File: config.mk
export PLATFORM = sky130hd
export DESIGN_NAME = drive_letter_allocator_with_history
export DESIGN_NICKNAME = d
export VERILOG_FILES = /design/src/hdl/dla_pkg.sv /design/src/hdl/drive_letter_allocator_with_history.sv /design/src/hdl/dla_ctrl.sv /design/src/hdl/dla_dp.sv
export SDC_FILE = /design/constraint.sdc
export NUM_CORES = 2
export LEC_CHECK = 0
export ABC_AREA = 1
export BUFFER_PORTS_ARGS = -buffer_cell sky130_fd_sc_hd__buf_2
export CORE_MARGIN = 2
export CORE_UTILIZATION = 45
export CTS_CLUSTER_SIZE = 28
export DETAILED_ROUTE_END_ITERATION = 12
export SLEW_MARGIN = 10
export SYNTH_ARGS = -nofsm -noshare
export SYNTH_HDL_FRONTEND = slang
export SYNTH_SLANG_ARGS = --single-unit
export TNS_END_PERCENT = 5
File: constraint.sdc
create_clock -name clk -period 37.5 [get_ports clk]
set_input_delay 7.5 -clock clk [delete_from_list [all_inputs] [get_ports clk]]
set_output_delay 7.5 -clock clk [all_outputs]
set_load 0.02 [all_outputs]
File: src/hdl/dla_pkg.sv
// Shared types and constants for the drive letter allocator.
`default_nettype none
package dla_pkg;
	localparam int LetterW = 5;
	localparam int MaskW = 26;

	typedef enum logic [1:0] {
		ST_GRANTED = 2'd0,
		ST_NONE = 2'd1,
		ST_SAVED = 2'd2,
		ST_DISABLED = 2'd3
	} status_t;

	typedef enum logic {
		OP_REQUEST = 1'b0,
		OP_SAVE = 1'b1
	} opcode_t;

	typedef enum logic [1:0] {
		REG_LOW = 2'd0,
		REG_HIGH = 2'd1,
		REG_FORBID = 2'd2,
		REG_MAXHIST = 2'd3
	} reg_index_t;

	typedef enum logic [1:0] {
		FSM_IDLE,
		FSM_SCAN,
		FSM_DONE
	} fsm_state_t;

	// unit key as stored in one history entry
	typedef struct packed {
		logic [15:0] vendor;
		logic [15:0] product;
		logic [15:0] release_no;
		logic [7:0]  config_no;
		logic [7:0]  iface;
		logic [63:0] serial;
		logic [7:0]  otg;
	} key_t;

	typedef struct packed {
		logic load;
		logic scan;
		logic commit;
	} dla_cmd_t;

	typedef struct packed {
		logic scan_last;
		logic out_full;
	} dla_stat_t;
endpackage
`default_nettype wire

File: src/hdl/drive_letter_allocator_with_history.sv
// Top level of the drive letter allocator with mount history.
// After a transaction is accepted, the history is walked one entry per cycle
// for the key match and letter scan; then the letter is chosen, the history
// updated and the result register loaded. A new transaction is taken only in
// the idle state, after the last one is committed; a result held by the
// receiver stalls the next commit. One item is in work at a time; the result
// register lets the next item be accepted and scanned while a result waits.
// Configuration writes are always taken and should arrive only while idle.
`default_nettype none
module drive_letter_allocator_with_history
	import dla_pkg::*;
#(
	parameter int HISTORY_DEPTH = 8,
	parameter int LETTER_COUNT = 26
) (
	input  wire         clk,
	input  wire         arst_n,
	input  wire         s_tvalid,
	output logic        s_tready,
	// vendor_id, product_id, device_release, config_number, interface_number,
	// serial_key, otg_info, letters_in_use, record_letter, zero pad
	input  wire [167:0] s_tdata,
	input  wire [0:0]   s_tuser,  // opcode
	output logic        m_tvalid,
	input  wire         m_tready,
	output logic [15:0] m_tdata,  // granted_letter, history_count, zero pad
	output logic [1:0]  m_tuser,  // status
	input  wire         cfg_valid,
	output logic        cfg_ready,
	input  wire [1:0]   cfg_index,
	input  wire [25:0]  cfg_data
);
	dla_cmd_t cmd;
	dla_stat_t stat;
	key_t in_key;
	logic [LetterW-1:0] out_letter;
	logic [3:0] out_count;

	assign cfg_ready = 1'b1;
	assign in_key = '{vendor: s_tdata[15:0], product: s_tdata[31:16],
		release_no: s_tdata[47:32], config_no: s_tdata[55:48],
		iface: s_tdata[63:56], serial: s_tdata[127:64], otg: s_tdata[135:128]};
	assign m_tdata = {7'd0, out_count, out_letter};

	dla_ctrl u_ctrl (
		.clk(clk), .arst_n(arst_n), .in_valid(s_tvalid), .in_ready(s_tready),
		.out_ready(m_tready), .stat(stat), .cmd(cmd)
	);

	dla_dp #(.HISTORY_DEPTH(HISTORY_DEPTH), .LETTER_COUNT(LETTER_COUNT)) u_dp (
		.clk(clk), .arst_n(arst_n),
		.cfg_we(cfg_valid), .cfg_idx(cfg_index), .cfg_wdata(cfg_data),
		.cmd(cmd), .stat(stat),
		.in_op(s_tuser[0]), .in_key(in_key), .in_use(s_tdata[161:136]),
		.in_letter(s_tdata[166:162]),
		.out_valid(m_tvalid), .out_ready(m_tready), .out_letter(out_letter),
		.out_status(m_tuser), .out_count(out_count)
	);
endmodule
`default_nettype wire

File: src/hdl/dla_ctrl.sv
// Sequencer: accept, walk the history, commit the result.
`default_nettype none
module dla_ctrl
	import dla_pkg::*;
(
	input  wire            clk,
	input  wire            arst_n,
	input  wire            in_valid,
	output logic           in_ready,
	input  wire            out_ready,
	input  wire dla_stat_t stat,
	output dla_cmd_t       cmd
);
	fsm_state_t state_q, state_next;
	logic can_commit;

	assign can_commit = !stat.out_full || out_ready;

	always_ff @(posedge clk or negedge arst_n) begin
		if (!arst_n) state_q <= FSM_IDLE;
		else state_q <= state_next;
	end

	always_comb begin
		state_next = state_q;
		unique case (state_q)
			FSM_IDLE: if (in_valid) state_next = FSM_SCAN;
			FSM_SCAN: if (stat.scan_last) state_next = FSM_DONE;
			FSM_DONE: if (can_commit) state_next = FSM_IDLE;
			default: state_next = FSM_IDLE;
		endcase
	end

	always_comb begin
		in_ready = 1'b0;
		cmd = '0;
		unique case (state_q)
			FSM_IDLE: begin
				in_ready = 1'b1;
				cmd.load = in_valid;
			end
			FSM_SCAN: cmd.scan = 1'b1;
			FSM_DONE: cmd.commit = can_commit;
			default: ;
		endcase
	end

	a_commit_leaves: assert property (@(posedge clk) disable iff (!arst_n)
		cmd.commit |=> state_q == FSM_IDLE) else $error("commit did not return to idle");
	a_scan_ends: assert property (@(posedge clk) disable iff (!arst_n)
		(state_q == FSM_SCAN && stat.scan_last) |=> state_q == FSM_DONE)
		else $error("scan end missed");
	a_one_cmd: assert property (@(posedge clk) disable iff (!arst_n)
		$onehot0(cmd)) else $error("overlapping commands");
endmodule
`default_nettype wire

File: src/hdl/dla_dp.sv
// Datapath: config registers, history entries, scan and letter choice.
`default_nettype none
module dla_dp
	import dla_pkg::*;
#(
	parameter int HISTORY_DEPTH = 8,
	parameter int LETTER_COUNT = 26
) (
	input  wire                clk,
	input  wire                arst_n,
	input  wire                cfg_we,
	input  wire [1:0]          cfg_idx,
	input  wire [MaskW-1:0]    cfg_wdata,
	input  wire dla_cmd_t      cmd,
	output dla_stat_t          stat,
	input  wire                in_op,
	input  wire key_t          in_key,
	input  wire [MaskW-1:0]    in_use,
	input  wire [LetterW-1:0]  in_letter,
	output logic               out_valid,
	input  wire                out_ready,
	output logic [LetterW-1:0] out_letter,
	output logic [1:0]         out_status,
	output logic [3:0]         out_count
);
	localparam int IW = (HISTORY_DEPTH > 1) ? $clog2(HISTORY_DEPTH) : 1;
	localparam int CW = $clog2(HISTORY_DEPTH + 1);

	logic [LetterW-1:0] low_q, high_q;
	logic [MaskW-1:0]   forbid_q;
	logic [3:0]         maxh_q;

	key_t               ent_key_q [HISTORY_DEPTH];
	logic [LetterW-1:0] ent_let_q [HISTORY_DEPTH];
	logic [CW-1:0]      used_q;

	logic               op_q;
	key_t               key_q;
	logic [MaskW-1:0]   use_q;
	logic [LetterW-1:0] rec_q;

	logic [IW-1:0]      idx_q;
	logic               mfound_q;
	logic [IW-1:0]      mpos_q;
	logic [LetterW-1:0] mlet_q;
	logic [31:0]        hmask_q;

	logic [LetterW-1:0] res_letter_q;
	logic [1:0]         res_status_q;
	logic [CW-1:0]      res_count_q;
	logic               res_valid_q;

	logic               idx_live;
	logic [31:0]        avail, fresh;
	logic [LetterW-1:0] first_avail, first_fresh;
	logic               do_save, remove;
	logic [IW-1:0]      rm_pos;
	logic [5:0]         limit;
	logic [CW-1:0]      slot;
	logic [LetterW-1:0] grant;
	status_t            st;

	always_ff @(posedge clk or negedge arst_n) begin
		if (!arst_n) begin
			low_q <= '0;
			high_q <= LetterW'(25);
			forbid_q <= '0;
			maxh_q <= 4'd8;
		end else if (cfg_we) begin
			unique case (reg_index_t'(cfg_idx))
				REG_LOW: low_q <= cfg_wdata[LetterW-1:0];
				REG_HIGH: high_q <= cfg_wdata[LetterW-1:0];
				REG_FORBID: forbid_q <= cfg_wdata;
				REG_MAXHIST: maxh_q <= cfg_wdata[3:0];
				default: ;
			endcase
		end
	end

	always_ff @(posedge clk) begin
		if (cmd.load) begin
			op_q <= in_op;
			key_q <= in_key;
			use_q <= in_use;
			rec_q <= in_letter;
		end
	end

	assign idx_live = CW'(idx_q) < used_q;
	assign stat.scan_last = (idx_q == IW'(HISTORY_DEPTH - 1));
	assign stat.out_full = res_valid_q;

	// one entry per cycle: first key match and set of letters named
	always_ff @(posedge clk or negedge arst_n) begin
		if (!arst_n) begin
			idx_q <= '0;
			mfound_q <= 1'b0;
			mpos_q <= '0;
			mlet_q <= '0;
			hmask_q <= '0;
		end else if (cmd.load) begin
			idx_q <= '0;
			mfound_q <= 1'b0;
			hmask_q <= '0;
		end else if (cmd.scan) begin
			if (!stat.scan_last) idx_q <= idx_q + 1'b1;
			if (idx_live) begin
				hmask_q[ent_let_q[idx_q]] <= 1'b1;
				if (!mfound_q && ent_key_q[idx_q] == key_q) begin
					mfound_q <= 1'b1;
					mpos_q <= idx_q;
					mlet_q <= ent_let_q[idx_q];
				end
			end
		end
	end

	// letters past the mask width have no forbid or in-use bit
	always_comb begin
		for (int l = 0; l < 32; l++) begin
			avail[l] = (l < LETTER_COUNT) &&
				(LetterW'(l) >= low_q) && (LetterW'(l) <= high_q) &&
				((l >= MaskW) || (!forbid_q[l % MaskW] && !use_q[l % MaskW]));
		end
		fresh = avail & ~hmask_q;
		first_avail = '0;
		first_fresh = '0;
		for (int l = 31; l >= 0; l--) begin
			if (avail[l]) first_avail = LetterW'(l);
			if (fresh[l]) first_fresh = LetterW'(l);
		end
	end

	always_comb begin
		limit = (6'(maxh_q) < 6'(HISTORY_DEPTH)) ? 6'(maxh_q) : 6'(HISTORY_DEPTH);
		do_save = (op_q == OP_SAVE) && (maxh_q != 4'd0);
		remove = mfound_q || (6'(used_q) >= limit);
		rm_pos = mfound_q ? mpos_q : '0;
		slot = remove ? used_q - 1'b1 : used_q;
		grant = '0;
		if (op_q == OP_SAVE) begin
			st = (maxh_q == 4'd0) ? ST_DISABLED : ST_SAVED;
		end else if (avail == '0) begin
			st = ST_NONE;
		end else begin
			st = ST_GRANTED;
			grant = (fresh != '0) ? first_fresh : first_avail;
			if (mfound_q && avail[mlet_q]) grant = mlet_q;
		end
	end

	// remove shifts later entries up; new record lands at the end
	for (genvar k = 0; k < HISTORY_DEPTH; k++) begin : g_ent
		always_ff @(posedge clk) begin
			if (cmd.commit && do_save) begin
				if (CW'(k) == slot) begin
					ent_key_q[k] <= key_q;
					ent_let_q[k] <= rec_q;
				end else if (remove && IW'(k) >= rm_pos && k + 1 < HISTORY_DEPTH) begin
					ent_key_q[k] <= ent_key_q[(k + 1) % HISTORY_DEPTH];
					ent_let_q[k] <= ent_let_q[(k + 1) % HISTORY_DEPTH];
				end
			end
		end
	end

	always_ff @(posedge clk or negedge arst_n) begin
		if (!arst_n) begin
			used_q <= '0;
			res_valid_q <= 1'b0;
		end else begin
			if (cmd.commit && do_save) used_q <= slot + 1'b1;
			if (cmd.commit) res_valid_q <= 1'b1;
			else if (out_ready) res_valid_q <= 1'b0;
		end
	end

	always_ff @(posedge clk) begin
		if (cmd.commit) begin
			res_letter_q <= grant;
			res_status_q <= st;
			res_count_q <= do_save ? slot + 1'b1 : used_q;
		end
	end

	assign out_valid = res_valid_q;
	assign out_letter = res_letter_q;
	assign out_status = res_status_q;
	assign out_count = 4'(res_count_q);

	a_used_bound: assert property (@(posedge clk) disable iff (!arst_n)
		used_q <= CW'(HISTORY_DEPTH)) else $error("history count overflow");
	a_match_live: assert property (@(posedge clk) disable iff (!arst_n)
		mfound_q |-> CW'(mpos_q) < used_q) else $error("match beyond history");
	a_no_overrun: assert property (@(posedge clk) disable iff (!arst_n)
		(res_valid_q && !out_ready) |-> !cmd.commit) else $error("result overwritten");
endmodule
`default_nettype wire

; ---- Word level (Yosys, flattened, before mapping)
; Memories as Yosys holds them, arrays and structs flattened.
; Index checks and enable logic that the tools add are counted.
[word_totals]
n_memories = 2
output_inout_bits = 21
elab_cells = 455
register_bits = 270
input_bits = 202
ram_bits = 1128
[classes]
add_sub_neg = 3
muxes = 157
n_reduce_logical = 167
order_cmp = 65
n_eq_ne = 18
bitwise_logic = 18
[mem_list]
columns = name, depth, word_bits, read_ports, rd_ports_with_merged_regs, write_ports, line_no
row1 = u_dp.ent_key_q, 8, 136, 8, 0, 8, dla_dp.sv:33  ; key_t ent_key_q [HISTORY_DEPTH];
row2 = u_dp.ent_let_q, 8, 5, 8, 0, 8, dla_dp.sv:34  ; logic [LetterW-1:0] ent_let_q [HISTORY_DEPTH];
[op_table]
columns = cell, count
row1 = $mux W136, 7
row2 = $mux W5, 67
row3 = $eq A136 B136 Y1, 1
row4 = $mux W32, 3
row5 = $logic_and A1 B1 Y1, 90
row6 = $mux W1, 66
row7 = $logic_not A1 Y1, 54
row8 = $ge A5 B5 Y1 const A, 10
row9 = $le A5 B5 Y1 const A, 10
row10 = $ge A4 B5 Y1 const A, 8
row11 = $le A4 B5 Y1 const A, 8
row12 = $and A26 B32 Y32, 1
row13 = $logic_not A32 Y1, 1
row14 = $not A32 Y32, 1
row15 = $or A32 B32 Y32, 1
row16 = $reduce_bool A32 Y1, 1
row17 = $ge A3 B5 Y1 const A, 4
row18 = $le A3 B5 Y1 const A, 4
row19 = $eq A3 B4 Y1 const A, 4
row20 = $or A1 B1 Y1, 14
row21 = $lt A5 B6 Y1 const B, 2
row22 = $mux W3, 4
row23 = $mux W4, 3
row24 = $reduce_and A2 Y1, 6
row25 = other kinds (34), 58

; ---- Depth between registers and ports, before layout
[logic_depth]
depth_word = 38
mapped_depth = 33
mapped_depth_nobuf = 32

; ---- By module
; A second synthesis with hierarchy kept.
[unflattened]
hier_cells = 6774
area_unflattened_um2 = 67753.7
[modules_own_cells]
columns = mod, cells_per_inst, area_each_um2, seq_area_each_um2, n_inst
row1 = dla_dp, 6745, 67567.3, 41329.6, 1
row2 = dla_ctrl, 19, 118.9, 50.0, 1
row3 = drive_letter_allocator_with_history, 10, 67.6, 0.0, 1

; ---- Worst setup path after synthesis
; No wires, ideal clock.
[synth_path]
path_kind = in2reg
start = input m_tready
end = memory u_dp.ent_key_q[7][0] in the netlist's numbering (enable)
t_arrival_ns = 21.707
setup_ns = 0.986
n_path_buf = 0
slack_ns = 14.807
stages = 4
required_ns = 36.514
cell_sequence = nor2_1 -> nor2_1 -> nand2_1 -> nor4_1
[synth_lines]
columns = item, line_no
row1 = from (decl), drive_letter_allocator_with_history.sv:25  ; input wire m_tready,
row2 = to (decl), dla_dp.sv:33

==> run summary <==
crit end category -> register
clk root buf -> clkbuf_16
cts hold-fix bufs -> 0
Worst Hold Class -> register to register
hold slack final -> 0.4696 ns
Tmin final -> 13.36 ns
final antenna-violating net count -> 0
Slew @ Worst Pin -> 1.113 ns
Warnings, synthesis -> 0
Final HPWL DP -> 106,400 um
top cell type's share of synthesized area -> 0.5784
fill count -> 13,525
dpl ws -> 23.25 ns
Commonest cells post-synth -> 1,307 x edfxtp_1, 1,014 x o21ai_0, 977 x nand2_1, 701 x a21oi_1, 658 x inv_1
outcome -> complete, no violations
part of the cycle the worst path needs -> 0.3562
most frequent cell after synthesis -> edfxtp_1
core area -> 149,800 um^2
power share of the combinational group -> 0.294
total CTS buffers -> 155
Port-buffer cells -> 213
All-Layer GR Usage -> 0.2435
share of cells above drive strength 1 -> 0.1170
Fin. Hold Viols -> 0
Cell variety after synth -> 59
DR vias -> 49,489
clock latency at the later pin of the worst-skew pair -> 0.80 ns
Row Count -> 142
internal power -> 3.100 mW
grt ovf -> 0
# DRC -> 0
placer congestion estimate -> 0.8347
total power -> 4.799 mW
Data required, critical path -> 37.90 ns
post_cts resized -> 0
switching power -> 1.699 mW
Post-synth EDFFs -> 1,307
final worst slack -> 24.14 ns
H-tree depth -> 4
initial antenna violation count -> 8
top post-synthesis cells by area -> edfxtp_1 58%, o21ai_0 7.5%, nand2_1 5.4%, a21oi_1 5.2%, mux2_2 4.0%
wirelength, routed -> 189,000 um
# IOs -> 223
Layout area overhead -> 9.939%
CTS tree -> built
CTS clock-pin slew for the worst setup and hold paths -> 0.06 ns
Pins Over Slew Limit -> 0
VDD IR-drop max -> 0.00005198 V
CP max FO -> 65
Clock Skew -> 0.03130 ns
Via density -> 5.633
Sum Neg Setup Slack -> 0 ns
Switching Share -> 0.3540
starting density of the core -> 0.4530
Pre-Repair DR Iteration Count -> 6
Layout Nets -> 6,862
Post-CTS Setup Bufs -> 0
total die area -> 153,900 um^2
Leak Pwr -> 28.91 nW
first-pass GRT wire length -> 287,800 um
endpoints failing setup -> 0
RSZ-0062 raised after global routing -> no
post-synthesis cell area -> 67,850 um^2
Yosys reg bits -> 1,392
startpoint types -> primary input
WL per Instance -> 21.51 um
Seq pwr share -> 0.399
Clock power frac -> 0.306
CP arrival -> 13.76 ns
largest net degree at the start of global routing -> 208
CTS sink count -> 1,392
CP Class -> primary input to register
Post-Syn Instances -> 6,679
Die H -> 392.3 um
syn_area_per_cell -> 10.16 um^2
clock tree buffer depth -> 3
Starting DRT DRC Count -> 5,358
ys flop type -> edfxtp_1
vias in the first global route -> 47,510
Die W -> 392.3 um
Max Cap Viol -> 0
relative slew slack -> 0.2512
Finished Layout Cells -> 8,786
sequential area share after synthesis -> 0.6098
Pwr Density -> 64.33 nW/um^2
post-synth top area cell -> edfxtp_1
placed cells -> 8,506
Max Clock Freq -> 0.07486 GHz
Synth async-reset ratio -> 0.06106
-- final timing paths --
check,startpoint,to,slack (ns),depth (start not counted)
setup / recovery,m_tready,u_dp.ent_key_q[1][18],24.14,14
hold / removal,u_dp.op_q,u_dp.out_status[1],0.47,0
setup reg to reg,u_dp.idx_q[0],u_dp.mpos_q[1],29.76,15
hold reg to reg,u_dp.op_q,u_dp.out_status[1],0.47,0
max in group asynchronous,arst_n,u_dp.idx_q[1],29.72,2
min in group asynchronous,arst_n,u_dp.forbid_q[15],6.69,1
-- kinds of logic after synthesis --
kind of cell | after synthesis | share of synthesized area
XOR/XNOR | 99 | 0.01278
other | 2 | 0.0001107
buffers and inverters | 1143 | 0.07324
multiplexers | 240 | 0.03983
flip-flops | 1392 | 0.6098
AND/OR/NAND/NOR | 1777 | 0.1054
adder cells (fa/ha/maj) | 13 | 0.002397
AO/OA/AOI/OAI | 2013 | 0.1564
-- worst max-delay path: stages --
cell and delay, ns:
buf_2 0.09, nor2_1 0.06, nor2_1 0.79, nand2_1 0.72, inv_1 0.42, nand2_1 0.15, nor2_1 0.23, inv_1 0.15
nor2_1 0.33, nand2_4 0.58, o21ai_4 0.27, buf_4 0.64, buf_4 0.95, buf_4 0.78
-- registers in the layout (all words and copies together) (netlist names), 4 cells and up --
| name | cells |
|---|---|
| u_dp.high_q | 5 |
| u_dp.hmask_q | 26 |
| u_dp.key_q | 136 |
| u_dp.mlet_q | 5 |
| u_dp.out_letter | 5 |
| u_dp.ent_key_q | 1088 |
| u_dp.use_q | 26 |
| u_dp.forbid_q | 26 |
| u_dp.used_q | 4 |
| u_dp.low_q | 5 |
| u_dp.rec_q | 5 |
| u_dp.ent_let_q | 40 |
| u_dp.maxh_q | 4 |
| u_dp.out_count | 4 |
-- power by group through the flow --
stage | sequential (mW) | combinational, mW | clock, mW
6_report | 1.92 | 1.41 | 1.47
5_1_grt | 1.92 | 1.58 | 1.56
4_1_cts | 1.91 | 1.41 | 1.50
3_5_place_dp | 1.95 | 1.40 | 0
3_3_place_gp | 1.94 | 1.39 | 0
2_1_floorplan | 1.90 | 1.08 | 0
-- metrics by stage --
stage          instance area, um^2    util
5_1_grt                      74600  0.4980
2_1_floorplan                67880       -
3_5_place_dp                 69790  0.4659
4_1_cts                      74590  0.4980
3_3_place_gp                 69790  0.4659
6_report                     74600  0.4981
-- layout by cell type, fill, tap and decap left out, drive strengths merged, types with 6 or more instances in the layout --
| master | instances |
|---|---|
| a21oi | 703 |
| a31oi | 11 |
| buf | 287 |
| bufinv | 9 |
| clkbuf | 193 |
| clkinv | 68 |
| conb | 8 |
| dfrtp | 81 |
| edfxtp | 1307 |
| ha | 13 |
| inv | 666 |
| mux2 | 240 |
| nand2 | 978 |
| nand3 | 179 |
| nand4 | 13 |
| nor2 | 523 |
| nor3 | 30 |
| nor4 | 34 |
| o2111ai | 6 |
| o211ai | 121 |
| o21ai | 1109 |
| o22ai | 42 |
| or2 | 8 |
| xnor2 | 6 |
| xor2 | 93 |
-- area by class of cell --
type                       instances  area, um^2  share of cell area
clock inverter                    85       669.4            0.008973
antenna                            2       5.005          0.00006709
multi-input combinational       4150       21670              0.2905
inverter                         661        2504             0.03356
clock buffer                     193        4136             0.05545
timing repair buffer             287        1699             0.02278
sequential                      1392       41390              0.5549
tap                             2016        2522             0.03381
-- metal layers --
layer | GRT usage | up-vias | wire (um)
met4 | 0.06783 | 6 | 4215
li1 | - | 23165 | -
met1 | 0.3426 | 24108 | 82510
met2 | 0.3931 | 1938 | 88340
met3 | 0.03561 | 272 | 13880
met5 | 0 | - | 40
(Power assumes the default switching activity.)
